### config.mk
export PLATFORM = sky130hd
export DESIGN_NAME = odo_div
export DESIGN_NICKNAME = d
export VERILOG_FILES = /design/src/odo_div.sv
export SDC_FILE = /design/constraint.sdc
export NUM_CORES = 1
export LEC_CHECK = 0
export ABC_AREA = 1
export BUFFER_PORTS_ARGS = -buffer_cell sky130_fd_sc_hd__buf_2
export CAP_MARGIN = 20
export CORE_AREA = 2 2 95 97
export DETAILED_ROUTE_END_ITERATION = 6
export DIE_AREA = 0 0 97 99
export GPL_ROUTABILITY_DRIVEN = 0
export PLACE_DENSITY_LB_ADDON = 0.25
export SLEW_MARGIN = 20
export SYNTH_ARGS = -nofsm -noshare
export SYNTH_HDL_FRONTEND = slang
export SYNTH_SLANG_ARGS = --single-unit
### constraint.sdc
create_clock -name clk_i -period 5.85 [get_ports clk_i]
set_input_delay 0.2925 -clock clk_i [delete_from_list [all_inputs] [get_ports clk_i]]
set_output_delay 0.2925 -clock clk_i [all_outputs]
set_load 0.02 [all_outputs]
### src/odo_div.sv
module odo_div (
  input  logic        clk_i,
  input  logic        rst_ni,
  input  logic        start_i,
  input  logic [71:0] dividend_i,
  input  logic [19:0] divisor_i,
  output logic        done_o,
  output logic        ovf_o,
  output logic [31:0] quot_o
);

  logic [19:0] rem_q;
  logic [31:0] low_q;
  logic [4:0]  cnt_q;
  logic        busy_q, done_q, ovf_q;

  logic [20:0] trial, diff;
  logic        ge;

  // Restoring step: shift in one dividend bit, subtract the divisor if it fits.
  always_comb begin
    trial = {rem_q, low_q[31]};
    ge    = trial >= {1'b0, divisor_i};
    diff  = trial - {1'b0, divisor_i};
  end

  always_ff @(posedge clk_i or negedge rst_ni) begin
    if (!rst_ni) begin
      busy_q <= 1'b0;
      done_q <= 1'b0;
      ovf_q  <= 1'b0;
      cnt_q  <= '0;
      rem_q  <= '0;
      low_q  <= '0;
    end else begin
      done_q <= 1'b0;
      if (start_i) begin
        // A quotient of 2^32 or more shows already in the upper dividend bits.
        busy_q <= 1'b1;
        cnt_q  <= '0;
        ovf_q  <= dividend_i[71:32] >= {20'd0, divisor_i};
        rem_q  <= dividend_i[51:32];
        low_q  <= dividend_i[31:0];
      end else if (busy_q) begin
        rem_q <= ge ? diff[19:0] : trial[19:0];
        low_q <= {low_q[30:0], ge};
        cnt_q <= cnt_q + 1'b1;
        if (cnt_q == 5'd31) begin
          busy_q <= 1'b0;
          done_q <= 1'b1;
        end
      end
    end
  end

  assign done_o = done_q;
  assign ovf_o  = ovf_q;
  assign quot_o = low_q;

endmodule

==> summary.md, run 1 <==
| Metric | Value |
|---|---|
| Cell Area, Synth | 4825 um2 |
| Post-DRT Antenna Nets | 0 |
| Seq/Total Area, Yosys | 0.3112 |
| Initial core utilization | 0.5642 |
| I/O Pins | 129 |
| Worst reg2reg endpoint | rem_q[14] |
| Core Rows | 34 |
| Core Util, Final | 0.6737 |
| Die height | 99 um |
| Worst Setup End Kind | flop |
| Most instantiated cells after synthesis | nand2_1 (229), inv_1 (94), dfrtp_1 (60) |
| Synth Flop Type | dfrtp_1 |
| CTS buffer count | 9 |
| Post-DP HPWL | 10380 um |
| Reg2Reg Launch Point | rem_q[15] |
| Status | finished clean |
| Setup repair bufs after CTS | 0 |
| Fin Setup TNS | 0 ns |
| P_leak | 3.220 nW |
| Clock latency on the worst-skew pair | 0.34 ns |
| Worst endpoint required time | 6.08 ns |
| Fmax achieved | 409.6 MHz |
| Post-Route WL | 13470 um |
| Total power | 2.139 mW |
| Number of port buffers | 128 |
| Tcrit/Tclk final | 0.4174 |
| CP max FO | 21 |
| Min cycle time layout | 2.442 ns |
| Max-cap viol count | 0 |
| Headroom to the max-slew limit | 0.4905 |
| Overflow left after global routing | 0 |
| RSZ-0062 raised after global routing | no |
| Hold WS | 0.1025 ns |
| FILL cells | 703 |
| Crit path to | rem_q[14] |
| Crit path launch type | flop |
| Die area | 9603 um2 |
| Register area | 1501 um2 |
| Vias in the first global route | 5086 |
| Count leader, synth | nand2_1 |
| Area added between synthesis and finish | 19.40% |
| PwrDens | 371.4 nW/um2 |
| Iteration-0 DRC Markers | 288 |
| Post-cts sizing count | 0 |
| WL/cell | 14.47 um |
| Htree depth | 3 |
| Hold Fails Final Rpt | 0 |
| Max VDD drop | 0.1855 mV |
| Via density | 5.402 |
| GRT Overall Usage | 0.2872 |
| Worst-Margin Slew | 0.7643 ns |
| Clock Sinks | 60 |
| # setup viols final | 0 |
| Synth top area cells | dfrtp_1 (31%), nand2_1 (18%), ha_1 (11%) |
| # nets final | 956 |
| Reg2Reg Setup Slack | 3.41 ns |
| Clock Tree Buf Depth | 2 |
| Post-CTS Hold Fix Bufs | 0 |
| Post-Synthesis Cells | 695 |
| Yosys cell types | 36 |
| Top cell type's share of synthesized area | 0.3112 |
| Cell taking the most area after synthesis | dfrtp_1 |
| Core ar. | 8551 um2 |
| DRC | 0 |
| Yosys reg bits | 60 |
| First-pass GRT wire length | 22820 um |
| Initial antenna violation count | 0 |
| Worst min-delay path class | in2async |
| Clock Skew | 0.01339 ns |
| Syn Area/Cell | 6.942 um2 |
| Root Driver | clkbuf_8 |
| Final Max Tran Viols | 0 |
| Synth async-reset ratio | 1.000 |
| Vias | 5029 |
| Die width | 97 um |
| Multi-input logic area | 2844 um2 |
| CTS clk-pin slew, worst paths | 0.07 ns |
| Post-synth EDFFs | 0 |
| Pre-Repair DR Iteration Count | 5 |
| Worst r2r path cells | 13 |
| Setup crit start | rem_q[15] |
| Crit path kind | reg2reg |
| Yosys warns | 0 |
| Critical path arrival | 2.67 ns |
| Largest net degree at the start of global routing | 61 |
| Layout cells sized above 1 | 0.2151 |
| TritonCTS clock tree | built |
| Net count after synthesis | 833 |
| Antenna Diode Count | 0 |
-- flip-flops by register name (all words and copies together), names as in the netlist --
| name | count |
|---|---|
| quot_o | 32 |
| rem_q | 20 |
| cnt_q | 5 |
| busy_q | 1 |
| done_o | 1 |
| ovf_o | 1 |
-- cells in the final DEF (no fill, tap or decap), drive strengths merged, types with 15 or more instances in the layout --
cell	count
dfrtp	60
inv	100
nand3	55
buf	132
nor2	54
a21oi	24
ha	42
o21ai	15
a22oi	17
nand2	239
nand3b	18
-- power by group --
| part | leakage [nW] | switching (mW) | internal (mW) |
|---|---|---|---|
| logic | 2.39 | 0.723 | 0.420 |
| registers | 0.726 | 0.0731 | 0.503 |
| clock network | 0.107 | 0.170 | 0.251 |
-- worst min path at each step --
| stage | start | endpoint | depth (start not counted) |
|---|---|---|---|
| 2_1_floorplan | rst_ni | busy_q | 0 |
| 3_3_place_gp | ovf_o | ovf_o | 2 |
| 3_5_place_dp | ovf_o | ovf_o | 2 |
| 4_1_cts | rst_ni | quot_o[13] | 2 |
| 5_1_grt | dividend_i[14] | quot_o[14] | 3 |
| 6_report | rst_ni | quot_o[13] | 2 |
-- per-stage QoR --
step                area, um2  worst slack, ns  instances
finish                   5761            3.408        931
global route             5761            3.210        931
CTS                      5741            3.460        930
detailed placement       5523            3.439        914
global placement         5523            3.501        914
floorplan                4825            3.879        695
-- kinds of logic (layout without fill, tap and decap cells) --
kind of cell | Yosys count | count (layout) | share of synthesized area
and+or+nand+nor | 382 | 382 | 0.3506
xor gates and xnor gates | 9 | 9 | 0.01634
adders and majority gates | 43 | 43 | 0.1131
AOI/OAI and AO/OA | 80 | 80 | 0.1084
DFF | 60 | 60 | 0.3112
buffers and inverters | 121 | 249 | 0.1004
-- layer usage --
metal | wire (um) | part of all wire | GRT usage | up-vias
met3 | 889 | 0.066 | 0.04610 | 31
met5 | 0 | 0 | 0 | -
met1 | 5564 | 0.41 | 0.3515 | 2304
met2 | 6599 | 0.49 | 0.5011 | 198
met4 | 421 | 0.031 | 0.1278 | 0
li1 | - | - | - | 2496
-- cell type report --
class	instances	area share
tap	108	0.02346
clock buffer	12	0.02520
sequential	60	0.2606
clock inverter	4	0.01260
inverter	101	0.06581
timing repair buffer	132	0.1186
multi-input combinational	514	0.4937
-- worst max-delay path, stage by stage (launching register included) --
cell	delay (ns)
dfrtp_1	0.41
ha_1	0.36
nand2_1	0.12
nand2_1	0.08
inv_1	0.06
nand2_1	0.06
nand2_1	0.06
nand2_1	0.08
nor2_4	0.46
nand2_4	0.27
nand2_1	0.18
nand2_1	0.08
o21ai_2	0.05
nand2_1	0.05
No activity file was read; power rests on OpenSTA's default activity.
==> inputs of run 2 (changes only) <==
- CORE_AREA: 2 2 95 97 -> 2 2 103 105
- DIE_AREA: 0 0 97 99 -> 0 0 105 107
- clock period: 5.85 -> 2.1 ns (I/O delays scaled with it)
==> run 2 against run 1 <==
Effect of this change: core utilization decreased by 3.4 points; maximum frequency increased by 22%; register-to-register slack got worse by 3.3 ns; non-clock buffer count increased by 48; sequential share of layout area decreased by 2.8 points; clock power increased to 2.9 times the previous value; wire length increased by 10%; total power increased to 3.2 times the previous value; critical path type unchanged.
==> summary.md, run 2 (same netlist as run 1, synthesis figures left out) <==
| Metric | Value |
|---|---|
| Die area | 11240 um2 (+17%) |
| Initial core utilization | 0.4781 (-0.08618) |
| Min cycle time layout | 2.008 ns (-0.4337 ns) |
| First-pass GRT wire length | 23650 um (+3.6%) |
| Critical path arrival | 2.21 ns (-0.46 ns) |
| Root Driver | clkbuf_8 |
| CP max stage cell | dfrtp_1 |
| # setup viols final | 0 (unchanged) |
| WL/cell | 14.72 um (+1.7%) |
| CTS buffer count | 9 (unchanged) |
| GRT Overall Usage | 0.2592 (-0.02798) |
| Antenna Diode Count | 0 (unchanged) |
| Max VDD drop | 0.4403 mV (+140%) |
| Core Rows | 37 (+8.8%) |
| Final Max Tran Viols | 0 (unchanged) |
| DRC | 0 (unchanged) |
| Worst Setup End Kind | flop |
| Worst endpoint required time | 2.30 ns (-3.78 ns) |
| Seq pwr share | 0.245 (-0.024) |
| Pre-Repair DR Iteration Count | 5 (unchanged) |
| CP max stage delay | 0.43 ns (-0.03 ns) |
| Iteration-0 DRC Markers | 406 (+41%) |
| Worst path bufs/invs | 1 (unchanged) |
| Status | finished clean |
| Most used cell, CP | nand2_2 |
| Register area | 1501 um2 (unchanged) |
| Fin cells | 1007 (+8.2%) |
| Ordered list of cells on the worst path | ha_4, nand2_2, nor2_2, nand2_1, nand3_2, nand2_2, nand2_2, nand2_4, nand2_8, buf_4, nand3_1, nand3_1, nand2_1 |
| Number of port buffers | 128 (unchanged) |
| Internal power | 3.764 mW (+220%) |
| Crit path kind | reg2reg |
| Multi-input logic area | 3077 um2 (+8.2%) |
| Die width | 105 um (+8.2%) |
| Initial antenna violation count | 0 (unchanged) |
| CTS clk-pin slew, worst paths | 0.08 ns (about the same) |
| Placed Cells | 964 (+5.5%) |
| Clock Sinks | 60 (unchanged) |
| CP max FO | 6 (-71%) |
| FILL cells | 884 (+26%) |
| Switch share | 0.4417 (-0.009644) |
| Headroom to the max-slew limit | 0.6679 (+0.1775) |
| Core ar. | 10090 um2 (+18%) |
| Post-DP HPWL | 11090 um (+6.8%) |
| Fmax achieved | 498.0 MHz (+22%) |
| TritonCTS clock tree | built |
| Crit path max-delay family | simple AND/OR/NAND/NOR gates |
| Largest register FFs | 32 (unchanged) |
| Via density | 5.220 (-3.4%) |
| Hold Fails Final Rpt | 0 (unchanged) |
| Htree depth | 3 (unchanged) |
| Psw | 2.978 mW (+210%) |
| Vias | 5257 (+4.5%) |
| Area added between synthesis and finish | 33.77% |
| Max-cap viol count | 0 (unchanged) |
| Layout cells sized above 1 | 0.2744 (+0.05933) |
| Clock latency on the worst-skew pair | 0.34 ns (about the same) |
| Clock Skew | 0.02067 ns (+0.007274 ns) |
| Clock Tree Buf Depth | 2 (unchanged) |
| Logic pwr share | 0.573 (+0.039) |
| # nets final | 1004 (+5.0%) |
| Commonest non-fill, non-tap cell in the layout | nand2_1 |
| Overflow left after global routing | 0 (unchanged) |
| Worst min-delay path class | in2reg |
| RSZ-0062 raised after global routing | yes |
| Largest net degree at the start of global routing | 61 (unchanged) |
| Post-DRT Antenna Nets | 0 (unchanged) |
| Fin Setup TNS | 0 ns (unchanged) |
| PwrDens | 1045 nW/um2 (+180%) |
| P_leak | 3.449 nW (+7.1%) |
| Die height | 107 um (+8.1%) |
| Crit path launch type | flop |
| I/O Pins | 129 (unchanged) |
| Worst-Margin Slew | 0.4950 ns (-0.2693 ns) |
| Commonest cells after routing, fill and taps aside | nand2_1 (222), buf_2 (128), inv_1 (93), dfrtp_1 (60), nand3_1 (50) |
| Clock power frac | 0.182 (-0.015) |
| Tcrit/Tclk final | 0.9561 (+0.5388) |
| Vias in the first global route | 5198 (+2.2%) |
| Post-Route WL | 14820 um (+10%) |
==> run 2: cell type report <==
cell class	count	area share
clock inverter	6	0.01454
multi-input combinational	514	0.4767
sequential	60	0.2326
inverter	101	0.05874
timing repair buffer	180	0.1696
clock buffer	10	0.02133
tap	136	0.02637
==> run 2: power by group through the flow <==
| stage | Sequential, mW | Combinational, mW | Clock (mW) |
|---|---|---|---|
| floorplan | 1.64 | 2.39 | 0 |
| global placement | 1.60 | 3.29 | 0 |
| detailed placement | 1.61 | 3.36 | 0 |
| CTS | 1.60 | 3.43 | 1.24 |
| global route | 1.68 | 4.28 | 1.28 |
| finish | 1.65 | 3.87 | 1.22 |
==> run 2: stage by stage <==
stage / worst slack (ns) / utilization / hold slack [ns] / instance area (um2) / total power, mW
finish: 0.09213 / 0.6395 / 0.006522 / 6454 / 6.742
global route: -0.05238 / 0.6395 / 0.01867 / 6454 / 7.245
CTS: 0.0004818 / 0.6133 / 0.001209 / 6190 / 6.271
detailed placement: 0.02175 / 0.5683 / 0.1424 / 5736 / 4.967
global placement: 0.04783 / 0.5683 / 0.1370 / 5736 / 4.892
floorplan: 0.1291 / - / -0.1906 / 4825 / 4.027
==> run 2: final timing paths <==
path,slack [ns],end,start,cells past startpoint
max in group asynchronous,1.51,rem_q[13],rst_ni,3
min in group asynchronous,0.30,quot_o[14],rst_ni,3
min reg2reg,0.50,ovf_o,ovf_o,2
max,0.09,rem_q[11],rem_q[1],13
min,0.007,rem_q[0],dividend_i[32],3
max reg2reg,0.09,rem_q[11],rem_q[1],13
==> run 2: what timing repair did <==
action	4_1_cts	5_1_grt
buffers inserted	0	8
endpoints found under the setup margin	1	20
endpoints found under the hold margin	78	0
pin swaps	0	8
hold buffers	19	0
resized for setup	4	34
==> run 2: tightest hold or removal path, cell delays in order <==
cell and delay [ns]:
buf_2 0.10, nand2_1 0.05, nand3_1 0.07
==> run 2: metal layers <==
| metal | part of all wire | GRT usage | up-vias | routed length (um) |
|---|---|---|---|---|
| li1 | - | - | 2594 | - |
| met1 | 0.41 | 0.3113 | 2438 | 6127 |
| met2 | 0.50 | 0.4685 | 195 | 7450 |
| met3 | 0.063 | 0.04073 | 30 | 940 |
| met4 | 0.020 | 0.09429 | 0 | 303 |
| met5 | 0 | 0 | - | 0 |
