`src/odo_pkg.sv`:
```
package odo_pkg;

  // Register indexes on the configuration port.
  localparam logic RegDistPerCount = 1'b0;
  localparam logic RegTrackWidth   = 1'b1;

  // Operation codes of an input request.
  localparam logic OpSample = 1'b0;
  localparam logic OpLoad   = 1'b1;

  // Register reset values.
  localparam logic [27:0] DpcReset = 28'd29033979;
  localparam logic [19:0] TwReset  = 20'd26411;

  // Angles in Q4.28 radians, held at 33 bits so that sums do not overflow.
  localparam logic signed [32:0] PiQ     = 33'sd843314857;
  localparam logic signed [32:0] HalfPiQ = 33'sd421657428;
  localparam logic signed [32:0] TwoPiQ  = 33'sd1686629714;

  // CORDIC start value: gain 1/K preloaded, Q2.30.
  localparam logic signed [32:0] KQ30 = 33'sd652032874;

  // Number of CORDIC rotations, capped by the size of the arctangent table.
  localparam int CordicSteps = 24;
  localparam int CordicIters = (CordicSteps < 30) ? CordicSteps : 30;
  localparam int CordicCntW  = $clog2(CordicIters);

  // Count value of the last rotation.
  localparam logic [CordicCntW-1:0] CordicLast = CordicCntW'(CordicIters - 1);

  // Arctangent of 2^-i in Q4.28.
  function automatic logic signed [31:0] atan_lut(input logic [4:0] idx);
    logic signed [31:0] v;
    unique case (idx)
      5'd0:    v = 32'sd210828714;
      5'd1:    v = 32'sd124459457;
      5'd2:    v = 32'sd65760959;
      5'd3:    v = 32'sd33381290;
      5'd4:    v = 32'sd16755422;
      5'd5:    v = 32'sd8385879;
      5'd6:    v = 32'sd4193963;
      5'd7:    v = 32'sd2097109;
      5'd8:    v = 32'sd1048571;
      5'd9:    v = 32'sd524287;
      5'd10:   v = 32'sd262144;
      5'd11:   v = 32'sd131072;
      5'd12:   v = 32'sd65536;
      5'd13:   v = 32'sd32768;
      5'd14:   v = 32'sd16384;
      5'd15:   v = 32'sd8192;
      5'd16:   v = 32'sd4096;
      5'd17:   v = 32'sd2048;
      5'd18:   v = 32'sd1024;
      5'd19:   v = 32'sd512;
      5'd20:   v = 32'sd256;
      5'd21:   v = 32'sd128;
      5'd22:   v = 32'sd64;
      5'd23:   v = 32'sd32;
      5'd24:   v = 32'sd16;
      5'd25:   v = 32'sd8;
      5'd26:   v = 32'sd4;
      5'd27:   v = 32'sd2;
      5'd28:   v = 32'sd1;
      default: v = 32'sd0;
    endcase
    return v;
  endfunction

endpackage

```
`src/odo_cordic.sv`:
```
module odo_cordic (
  input  logic               clk_i,
  input  logic               rst_ni,
  input  logic               start_i,
  input  logic signed [30:0] angle_i,
  output logic               busy_o,
  output logic signed [31:0] cos_o,
  output logic signed [31:0] sin_o
);

  logic signed [32:0] x_q, y_q;
  logic signed [31:0] z_q;
  logic               neg_q;
  logic               busy_q;
  logic [odo_pkg::CordicCntW-1:0] cnt_q;

  logic signed [32:0] ang_ext, ang_fold;
  logic               fold;
  logic signed [32:0] xs, ys, x_n, y_n;
  logic signed [31:0] z_n, at;

  // Fold the angle into [-pi/2, pi/2]; a folded angle's results are negated afterwards.
  always_comb begin
    ang_ext = 33'(angle_i);
    fold    = 1'b0;
    ang_fold = ang_ext;
    if (ang_ext > odo_pkg::HalfPiQ) begin
      ang_fold = ang_ext - odo_pkg::PiQ;
      fold     = 1'b1;
    end else if (ang_ext < -odo_pkg::HalfPiQ) begin
      ang_fold = ang_ext + odo_pkg::PiQ;
      fold     = 1'b1;
    end
  end

  // One rotation per cycle, steered by the sign of the residual angle.
  always_comb begin
    xs = x_q >>> cnt_q;
    ys = y_q >>> cnt_q;
    at = odo_pkg::atan_lut(5'(cnt_q));
    if (z_q >= 0) begin
      x_n = x_q - ys;
      y_n = y_q + xs;
      z_n = z_q - at;
    end else begin
      x_n = x_q + ys;
      y_n = y_q - xs;
      z_n = z_q + at;
    end
  end

  always_ff @(posedge clk_i or negedge rst_ni) begin
    if (!rst_ni) begin
      busy_q <= 1'b0;
      cnt_q  <= '0;
      x_q    <= '0;
      y_q    <= '0;
      z_q    <= '0;
      neg_q  <= 1'b0;
    end else if (start_i) begin
      busy_q <= 1'b1;
      cnt_q  <= '0;
      x_q    <= odo_pkg::KQ30;
      y_q    <= '0;
      z_q    <= ang_fold[31:0];
      neg_q  <= fold;
    end else if (busy_q) begin
      x_q   <= x_n;
      y_q   <= y_n;
      z_q   <= z_n;
      cnt_q <= cnt_q + 1'b1;
      if (cnt_q == odo_pkg::CordicLast) begin
        busy_q <= 1'b0;
      end
    end
  end

  assign busy_o = busy_q;
  assign cos_o  = neg_q ? -x_q[31:0] : x_q[31:0];
  assign sin_o  = neg_q ? -y_q[31:0] : y_q[31:0];

endmodule

```
`config.mk`:
```
export PLATFORM = sky130hd
export DESIGN_NAME = odo_cordic
export DESIGN_NICKNAME = d
export VERILOG_FILES = /design/src/odo_pkg.sv /design/src/odo_cordic.sv
export SDC_FILE = /design/constraint.sdc
export NUM_CORES = 1
export LEC_CHECK = 0
export BUFFER_PORTS_ARGS = -buffer_cell sky130_fd_sc_hd__buf_2
export CORE_MARGIN = 4
export CORE_UTILIZATION = 52
export DETAILED_ROUTE_END_ITERATION = 8
export HOLD_SLACK_MARGIN = 0.02
export PLACE_DENSITY = 0.74
export SLEW_MARGIN = 10
export SYNTH_ARGS = -nofsm -noshare
export SYNTH_HDL_FRONTEND = slang
export SYNTH_SLANG_ARGS = --single-unit
```
`constraint.sdc`:
```
create_clock -name clk_i -period 7.6 [get_ports clk_i]
set_input_delay 0.76 -clock clk_i [delete_from_list [all_inputs] [get_ports clk_i]]
set_output_delay 0.76 -clock clk_i [all_outputs]
set_load 0.01 [all_outputs]
```
==> results of run 1 <==
## cell families after synthesis
kind of cell | after synthesis | synth area share (%)
simple gates | 718 | 18.3
compound gates | 690 | 24.9
xor+xnor | 257 | 12.4
buf+inv | 240 | 5.63
mux | 204 | 16.2
fa+ha+maj | 113 | 7.93
flops | 105 | 14.5
## placed cells by master (no fill, tap or decap), types with 36 or more instances in the layout
cell	netlist	final
sky130_fd_sc_hd__ha_1	110	110
sky130_fd_sc_hd__dfrtp_1	105	97
sky130_fd_sc_hd__o31ai_1	37	37
sky130_fd_sc_hd__buf_2	22	96
sky130_fd_sc_hd__xnor2_1	180	180
sky130_fd_sc_hd__nand2b_1	37	37
sky130_fd_sc_hd__nand2_1	262	262
sky130_fd_sc_hd__o21ai_0	194	194
sky130_fd_sc_hd__nor3_1	36	36
sky130_fd_sc_hd__buf_4	3	40
sky130_fd_sc_hd__nor2_1	203	203
sky130_fd_sc_hd__a21o_1	57	57
sky130_fd_sc_hd__inv_1	52	52
sky130_fd_sc_hd__a21oi_1	141	141
sky130_fd_sc_hd__mux2i_1	112	112
sky130_fd_sc_hd__mux4_2	56	56
sky130_fd_sc_hd__xor2_1	77	77
## final timing paths
kind | startpoint | to | slack (ns) | depth (start not counted)
max | cnt_q[2]$_DFFE_PN0P_ | x_q[30]$_DFFE_PN0P_ | 0.49 | 22
min in group clk_i | z_q[29]$_DFFE_PN0P_ | z_q[29]$_DFFE_PN0P_ | 0.56 | 2
max in group asynchronous | rst_ni | cnt_q[0]$_DFFE_PN0P_ | 5.87 | 2
min reg2reg | z_q[29]$_DFFE_PN0P_ | z_q[29]$_DFFE_PN0P_ | 0.56 | 2
min | rst_ni | y_q[1]$_DFFE_PN0P_ | 0.41 | 1
max reg2reg | cnt_q[2]$_DFFE_PN0P_ | x_q[30]$_DFFE_PN0P_ | 0.49 | 22
## cell type report
class	count	area share [%]
clock buffer	12	1.30
clock inverter	4	0.158
inverter	58	1.15
multi-input combinational	1982	76.2
sequential	105	14.0
tap	455	3.00
timing repair buffer	137	4.22
## registers in the layout, summed over array words and instances (netlist names)
signal / flops
busy_o: 1
cnt_q: 5
y_q: 33
neg_q: 1
z_q: 32
x_q: 33
## worst max-delay path, delay by kind of cell, from the launching register on
family | cells | cell delay (ns)
xor+xnor | 1 | 0.18
flops | 1 | 0.80
fa+ha+maj | 1 | 0.31
compound gates | 11 | 3.13
simple gates | 6 | 1.21
buf+inv | 1 | 0.51
mux | 2 | 0.88
## power groups by stage
stage / logic (mW) / clock network, mW / registers [mW]
final: 8.56 / 0.478 / 1.34
after global routing: 9.47 / 0.506 / 1.38
after CTS: 8.45 / 0.491 / 1.32
after detailed placement: 8.39 / 0 / 1.34
after global placement: 8.18 / 0 / 1.32
after floorplan: 6.81 / 0 / 1.00
## metal layers
layer	GRT usage (%)	up-vias	wire length (µm)
met5	0	-	0
met1	40.9	8706	25300
met4	9.06	0	1640
met2	49.4	768	27400
li1	-	8458	-
met3	4.82	107	4780
==> flow_summary.toml, run 1 <==
[run_status]
outcome = "complete, no violations"

[layout]
post-route-util_pct = 55.1
final_layout_size_suffix_gt1_share_pct = 12.2
antennaDiodeCount = 0
num-fill-cells = 3328
multi_input_combinational_cell_area_um2 = 14500
fin_area_um2 = 19000
nNetsFinal = 2440
flow.area_growth_from_synthesis_pct = 4.78
layout.area.seq_um2 = 2650
fin_cells = 2753

[detailed_routing]
vias_per_cell = 6.55
postRouteWirelength_um = 59100
dr.pass1.iters = 6
detail_route.wl_per_cell_um = 21.5
dr_total_vias = 18000
drc_errors = 0
final_antenna_net_count = 0
drt_iter0_drc = 1566

[grt]
antenna_found_initial = 0
grt_first_pass_wirelength_um = 93800
grt_usage_pct = 30.1
via_count_of_the_first_global_routing_pass = 17000
gr-total-overflow = 0
grt_max_degree = 79

[logic_synthesis]
ys_types = 83
synthTopCellsByCount = "262 x sky130_fd_sc_hd__nand2_1, 203 x sky130_fd_sc_hd__nor2_1, 194 x sky130_fd_sc_hd__o21ai_0"
synth_top_area_cell = "sky130_fd_sc_hd__dfrtp_1"
yosys_warnings = 0
fraction_of_registers_with_async_set_or_reset_after_synthesis_pct = 100
ys_seq_elements = 105
synthFlopType = "sky130_fd_sc_hd__dfrtp_1"
syn-num-nets = 2474
synth_edf_count = 0
synth_area_leaders = "sky130_fd_sc_hd__dfrtp_1 15%, sky130_fd_sc_hd__xnor2_1 8.7%, sky130_fd_sc_hd__ha_1 7.6%"
synth_cells = 2327
synth_largest_type_area_fraction_pct = 14.5
postSynthAreaPerCell_um2 = 7.78
post-synth-top-count-cell = "sky130_fd_sc_hd__nand2_1"
synth_area_um2 = 18100
synth_seq_area_share_pct = 14.5

[timing]
timing.slew.headroom_pct = 24.1
report.final.hold_viol_count = 0
clock_skew_ns = 0.0129
finalWorstSetupSlack_ns = 0.490
finalSetupTns_ns = 0
fin_crit_sh_pct = 93.6
fin_worst_hold_slack_ns = 0.405
timing.final.crit_period_ns = 7.11
final_max_slew_viol_count = 0
final_setup_vio_count = 0
max_clock_freq_mhz = 141
rsz0062_at_grt = "false"
actual_slew_at_the_worst_max_slew_pin_ns = 1.14

[worst_setup_path]
worst-path-max-fanout = 47
crit_path_top_delay_cell = "sky130_fd_sc_hd__dfrtp_4"
crit_top_cell = "sky130_fd_sc_hd__o21ai_0"
endpoint_kind = "flop"
data_required_time_at_the_worst_endpoint_ns = 7.92
timing.critical_path.from_type = "flop"
cp_cell_sequence = "buf_4 > mux4_2 > mux2i_1 > and2_1 > o31a_1 > o21ai_0 > nor2_1 > nand4_1 > o31ai_1 > xor2_1 > ha_1 > a211oi_1 > o21ai_0 > o21ai_0 > o21a_1 > nor2_1 > a221oi_1 > a21boi_0 > nor2_1 > o21ai_0 > a2111oi_0 > nand3b_1"
setup.worst_path.class = "flop to flop"
crit_arrival_ns = 7.43
cp_slowest_stage_delay_ns = 0.80

[die]
placementRows = 68
core_area_um2 = 34500
die_y_um = 195
floorplan.initialDensity_pct = 52.5
design.die.area_um2 = 37900
dieWidth_um = 195
ios = 99

[clock_network]
cts_setup_buffers = 0
clock_sinks = 105
cts_tree = "built"
cts.clk_slew.worst_paths_ns = 0.08
cts_root_buffer = "sky130_fd_sc_hd__clkbuf_16"
clock_insertion_delay_worst_skew_ns = 0.39
number_of_buffers_added_to_fix_hold_violations_after_cts = 0
cts_made_buffers = 9
number_of_gates_resized_after_cts = 0
cts_htree_levels = 3
clock_tree.buffer_depth = 2

[pwr]
finalPower_mw = 10.4
power.sequential.fraction_pct = 12.9
vdd_ir_drop_max_v = 0.000249
power.share.clock_pct = 4.6
power.internal_mw = 4.88
power.density_nw_per_um2 = 547
power.leakage_nw = 8.21
p_switching_mw = 5.50
comb_power_share_pct = 82.5
switching_share_pct = 53.0

[placed_design]
gp_congestion = 1.05
io_buffers = 98
placed_cells = 2737
place_ws_ns = 0.671
dpl.hpwl_um = 44500
placed_cell_area_um2 = 18700

[min_path]
hold_path_class = "primary input to async pin"

[flow_run]
cap_viol_max_count = 0
Note: power is estimated with default switching activity, not from simulation.
==> inputs of run 2 (changes only) <==
- CELL_PAD_IN_SITES_DETAIL_PLACEMENT: not set -> 0
- CELL_PAD_IN_SITES_GLOBAL_PLACEMENT: not set -> 2
- CORE_UTILIZATION: 52 -> 39
- CTS_BUF_LIST: not set -> sky130_fd_sc_hd__clkbuf_4 sky130_fd_sc_hd__clkbuf_8
- PLACE_DENSITY: 0.74 -> 0.88
==> flow_summary.toml, run 2 (synthesis gave the netlist of run 1 again) <==
[run_status]
outcome = "complete, no violations"

[clock_network]
cts_made_buffers = 9
cts_tree = "built"
clock_insertion_delay_worst_skew_ns = 0.47
number_of_gates_resized_after_cts = 0
clock_tree.buffer_depth = 2
number_of_buffers_added_to_fix_hold_violations_after_cts = 0
clock_sinks = 105
cts_setup_buffers = 0
cts.clk_slew.worst_paths_ns = 0.12
cts_root_buffer = "sky130_fd_sc_hd__clkbuf_8"
cts_htree_levels = 3

[die]
design.die.area_um2 = 49900
die_y_um = 223
ios = 99
placementRows = 78
floorplan.initialDensity_pct = 39.6
core_area_um2 = 45700
dieWidth_um = 223

[grt]
via_count_of_the_first_global_routing_pass = 16800
antenna_found_initial = 0
grt_first_pass_wirelength_um = 95600
grt_usage_pct = 23.7
grt_max_degree = 79
gr-total-overflow = 0

[pwr]
power.internal_mw = 4.79
comb_power_share_pct = 82.0
vdd_ir_drop_max_v = 0.000278
switching_share_pct = 53.0
power.density_nw_per_um2 = 534
power.leakage_nw = 8.17
power.share.clock_pct = 4.3
p_switching_mw = 5.40
power.sequential.fraction_pct = 13.7

[timing]
actual_slew_at_the_worst_max_slew_pin_ns = 0.928
report.final.hold_viol_count = 0
max_clock_freq_mhz = 142
clock_skew_ns = 0.0227
final_max_slew_viol_count = 0
final_setup_vio_count = 0
rsz0062_at_grt = "false"
timing.slew.headroom_pct = 38.1
timing.final.crit_period_ns = 7.02
fin_crit_sh_pct = 92.4
finalSetupTns_ns = 0

[layout]
antennaDiodeCount = 0
fin_cells = 2893
final_layout_size_suffix_gt1_share_pct = 12.1
flow.area_growth_from_synthesis_pct = 5.43
layout.cells.most_common_list = "262 x sky130_fd_sc_hd__nand2_1, 202 x sky130_fd_sc_hd__nor2_1, 193 x sky130_fd_sc_hd__o21ai_0"
nNetsFinal = 2435
post-route-util_pct = 41.8
biggestRegsByFlops = "x_q: 33 flops, y_q: 33 flops, z_q: 32 flops"
most_common_cell_after_layout_fill_and_taps_aside = "sky130_fd_sc_hd__nand2_1"

[detailed_routing]
vias_per_cell = 6.09
dr_total_vias = 17600
postRouteWirelength_um = 61000
dr.pass1.iters = 7
final_antenna_net_count = 0
drc_errors = 0
detail_route.wl_per_cell_um = 21.1
drt_iter0_drc = 1586

[min_path]
hold_path_class = "primary input to async pin"

[worst_setup_path]
worst-path-max-fanout = 33
setup.worst_path.class = "flop to flop"
timing.critical_path.from_type = "flop"
crit_arrival_ns = 7.42
endpoint_kind = "flop"
data_required_time_at_the_worst_endpoint_ns = 7.99
r2r_setup_slack_ns = 0.58

[placed_design]
gp_congestion = 0.938
dpl.hpwl_um = 46300
io_buffers = 98
placed_cells = 2877

[flow_run]
cap_viol_max_count = 0
-- run 2: cell types whose count changed in the layout (fill, tap and decap cells not counted) --
cell / delta
sky130_fd_sc_hd__nor2_1: -1
sky130_fd_sc_hd__clkbuf_1: -2
sky130_fd_sc_hd__bufinv_16: +2
sky130_fd_sc_hd__clkbuf_8: +8
sky130_fd_sc_hd__buf_12: +2
sky130_fd_sc_hd__nor2_2: +1
sky130_fd_sc_hd__clkinv_4: -2
sky130_fd_sc_hd__inv_6: +3
sky130_fd_sc_hd__clkbuf_16: -9
sky130_fd_sc_hd__buf_4: -7
sky130_fd_sc_hd__o21ai_0: -1
sky130_fd_sc_hd__o21ai_1: +1
-- run 2: final timing paths --
kind	from	to	cells past startpoint
min in group clk_i	z_q[29]$_DFFE_PN0P_	z_q[29]$_DFFE_PN0P_	2
worst max-delay path	cnt_q[1]$_DFFE_PN0P_	x_q[30]$_DFFE_PN0P_	22
worst max register to register	cnt_q[1]$_DFFE_PN0P_	x_q[30]$_DFFE_PN0P_	22
max in group asynchronous	rst_ni	busy_o$_DFF_PN0_	2
worst min-delay path	rst_ni	cnt_q[1]$_DFFE_PN0P_	1
worst min register to register	z_q[29]$_DFFE_PN0P_	z_q[29]$_DFFE_PN0P_	2
-- run 2: area by class of cell --
class / instances / area, µm²
tap: 600 / 751
inverter: 58 / 218
clock buffer: 9 / 124
clock inverter: 7 / 98.8
sequential: 105 / 2650
fill: 4688 / 26600
timing repair buffer: 132 / 788
multi-input combinational: 1982 / 14500
-- run 2: metrics by stage --
step / area (µm²) / setup WS, ns / power (mW) / hold WS, ns
2_1_floorplan: 18100 / 0.784 / 7.81 / 0.464
3_3_place_gp: 18900 / 0.842 / 9.60 / 0.534
3_5_place_dp: 18900 / 0.691 / 9.69 / 0.553
4_1_cts: 19100 / 0.626 / 10.2 / 0.358
5_1_grt: 19100 / 0.0375 / 11.3 / 0.395
6_report: 19100 / 0.576 / 10.2 / 0.370
-- run 2: power groups by stage --
| stage | combinational, mW | sequential, mW | clock [mW] |
|---|---|---|---|
| final | 8.36 | 1.40 | 0.436 |
| after global routing | 9.36 | 1.43 | 0.477 |
| after CTS | 8.35 | 1.38 | 0.456 |
| after detailed placement | 8.29 | 1.40 | 0 |
| after global placement | 8.22 | 1.38 | 0 |
| after floorplan | 6.81 | 1.00 | 0 |
-- run 2: critical path: stages (launching register included) --
cell and delay [ns]:
sky130_fd_sc_hd__dfrtp_4 0.62, sky130_fd_sc_hd__buf_4 0.47, sky130_fd_sc_hd__mux4_2 0.59, sky130_fd_sc_hd__mux2i_1 0.52, sky130_fd_sc_hd__nand2_1 0.11, sky130_fd_sc_hd__a21oi_1 0.23, sky130_fd_sc_hd__o21ai_0 0.25, sky130_fd_sc_hd__nor2_1 0.23
sky130_fd_sc_hd__nand4_1 0.22, sky130_fd_sc_hd__o31ai_1 0.34, sky130_fd_sc_hd__xor2_1 0.19, sky130_fd_sc_hd__ha_1 0.31, sky130_fd_sc_hd__a211oi_1 0.32, sky130_fd_sc_hd__o21ai_0 0.21, sky130_fd_sc_hd__o21ai_0 0.28, sky130_fd_sc_hd__o21a_1 0.20
sky130_fd_sc_hd__nor2_1 0.09, sky130_fd_sc_hd__a221oi_1 0.50, sky130_fd_sc_hd__a21boi_0 0.17, sky130_fd_sc_hd__nor2_1 0.20, sky130_fd_sc_hd__o21ai_0 0.17, sky130_fd_sc_hd__a2111oi_0 0.46, sky130_fd_sc_hd__nand3b_1 0.24
-- run 2: routing by layer --
| layer | routed length [µm] | share of wire (%) | global-route usage, % | up-vias |
|---|---|---|---|---|
| li1 | - | - | - | 8465 |
| met1 | 27600 | 45 | 32.6 | 8477 |
| met2 | 27700 | 45 | 38.0 | 577 |
| met3 | 3870 | 6.3 | 4.07 | 92 |
| met4 | 1780 | 2.9 | 7.83 | 0 |
| met5 | 0 | 0 | 0 | - |
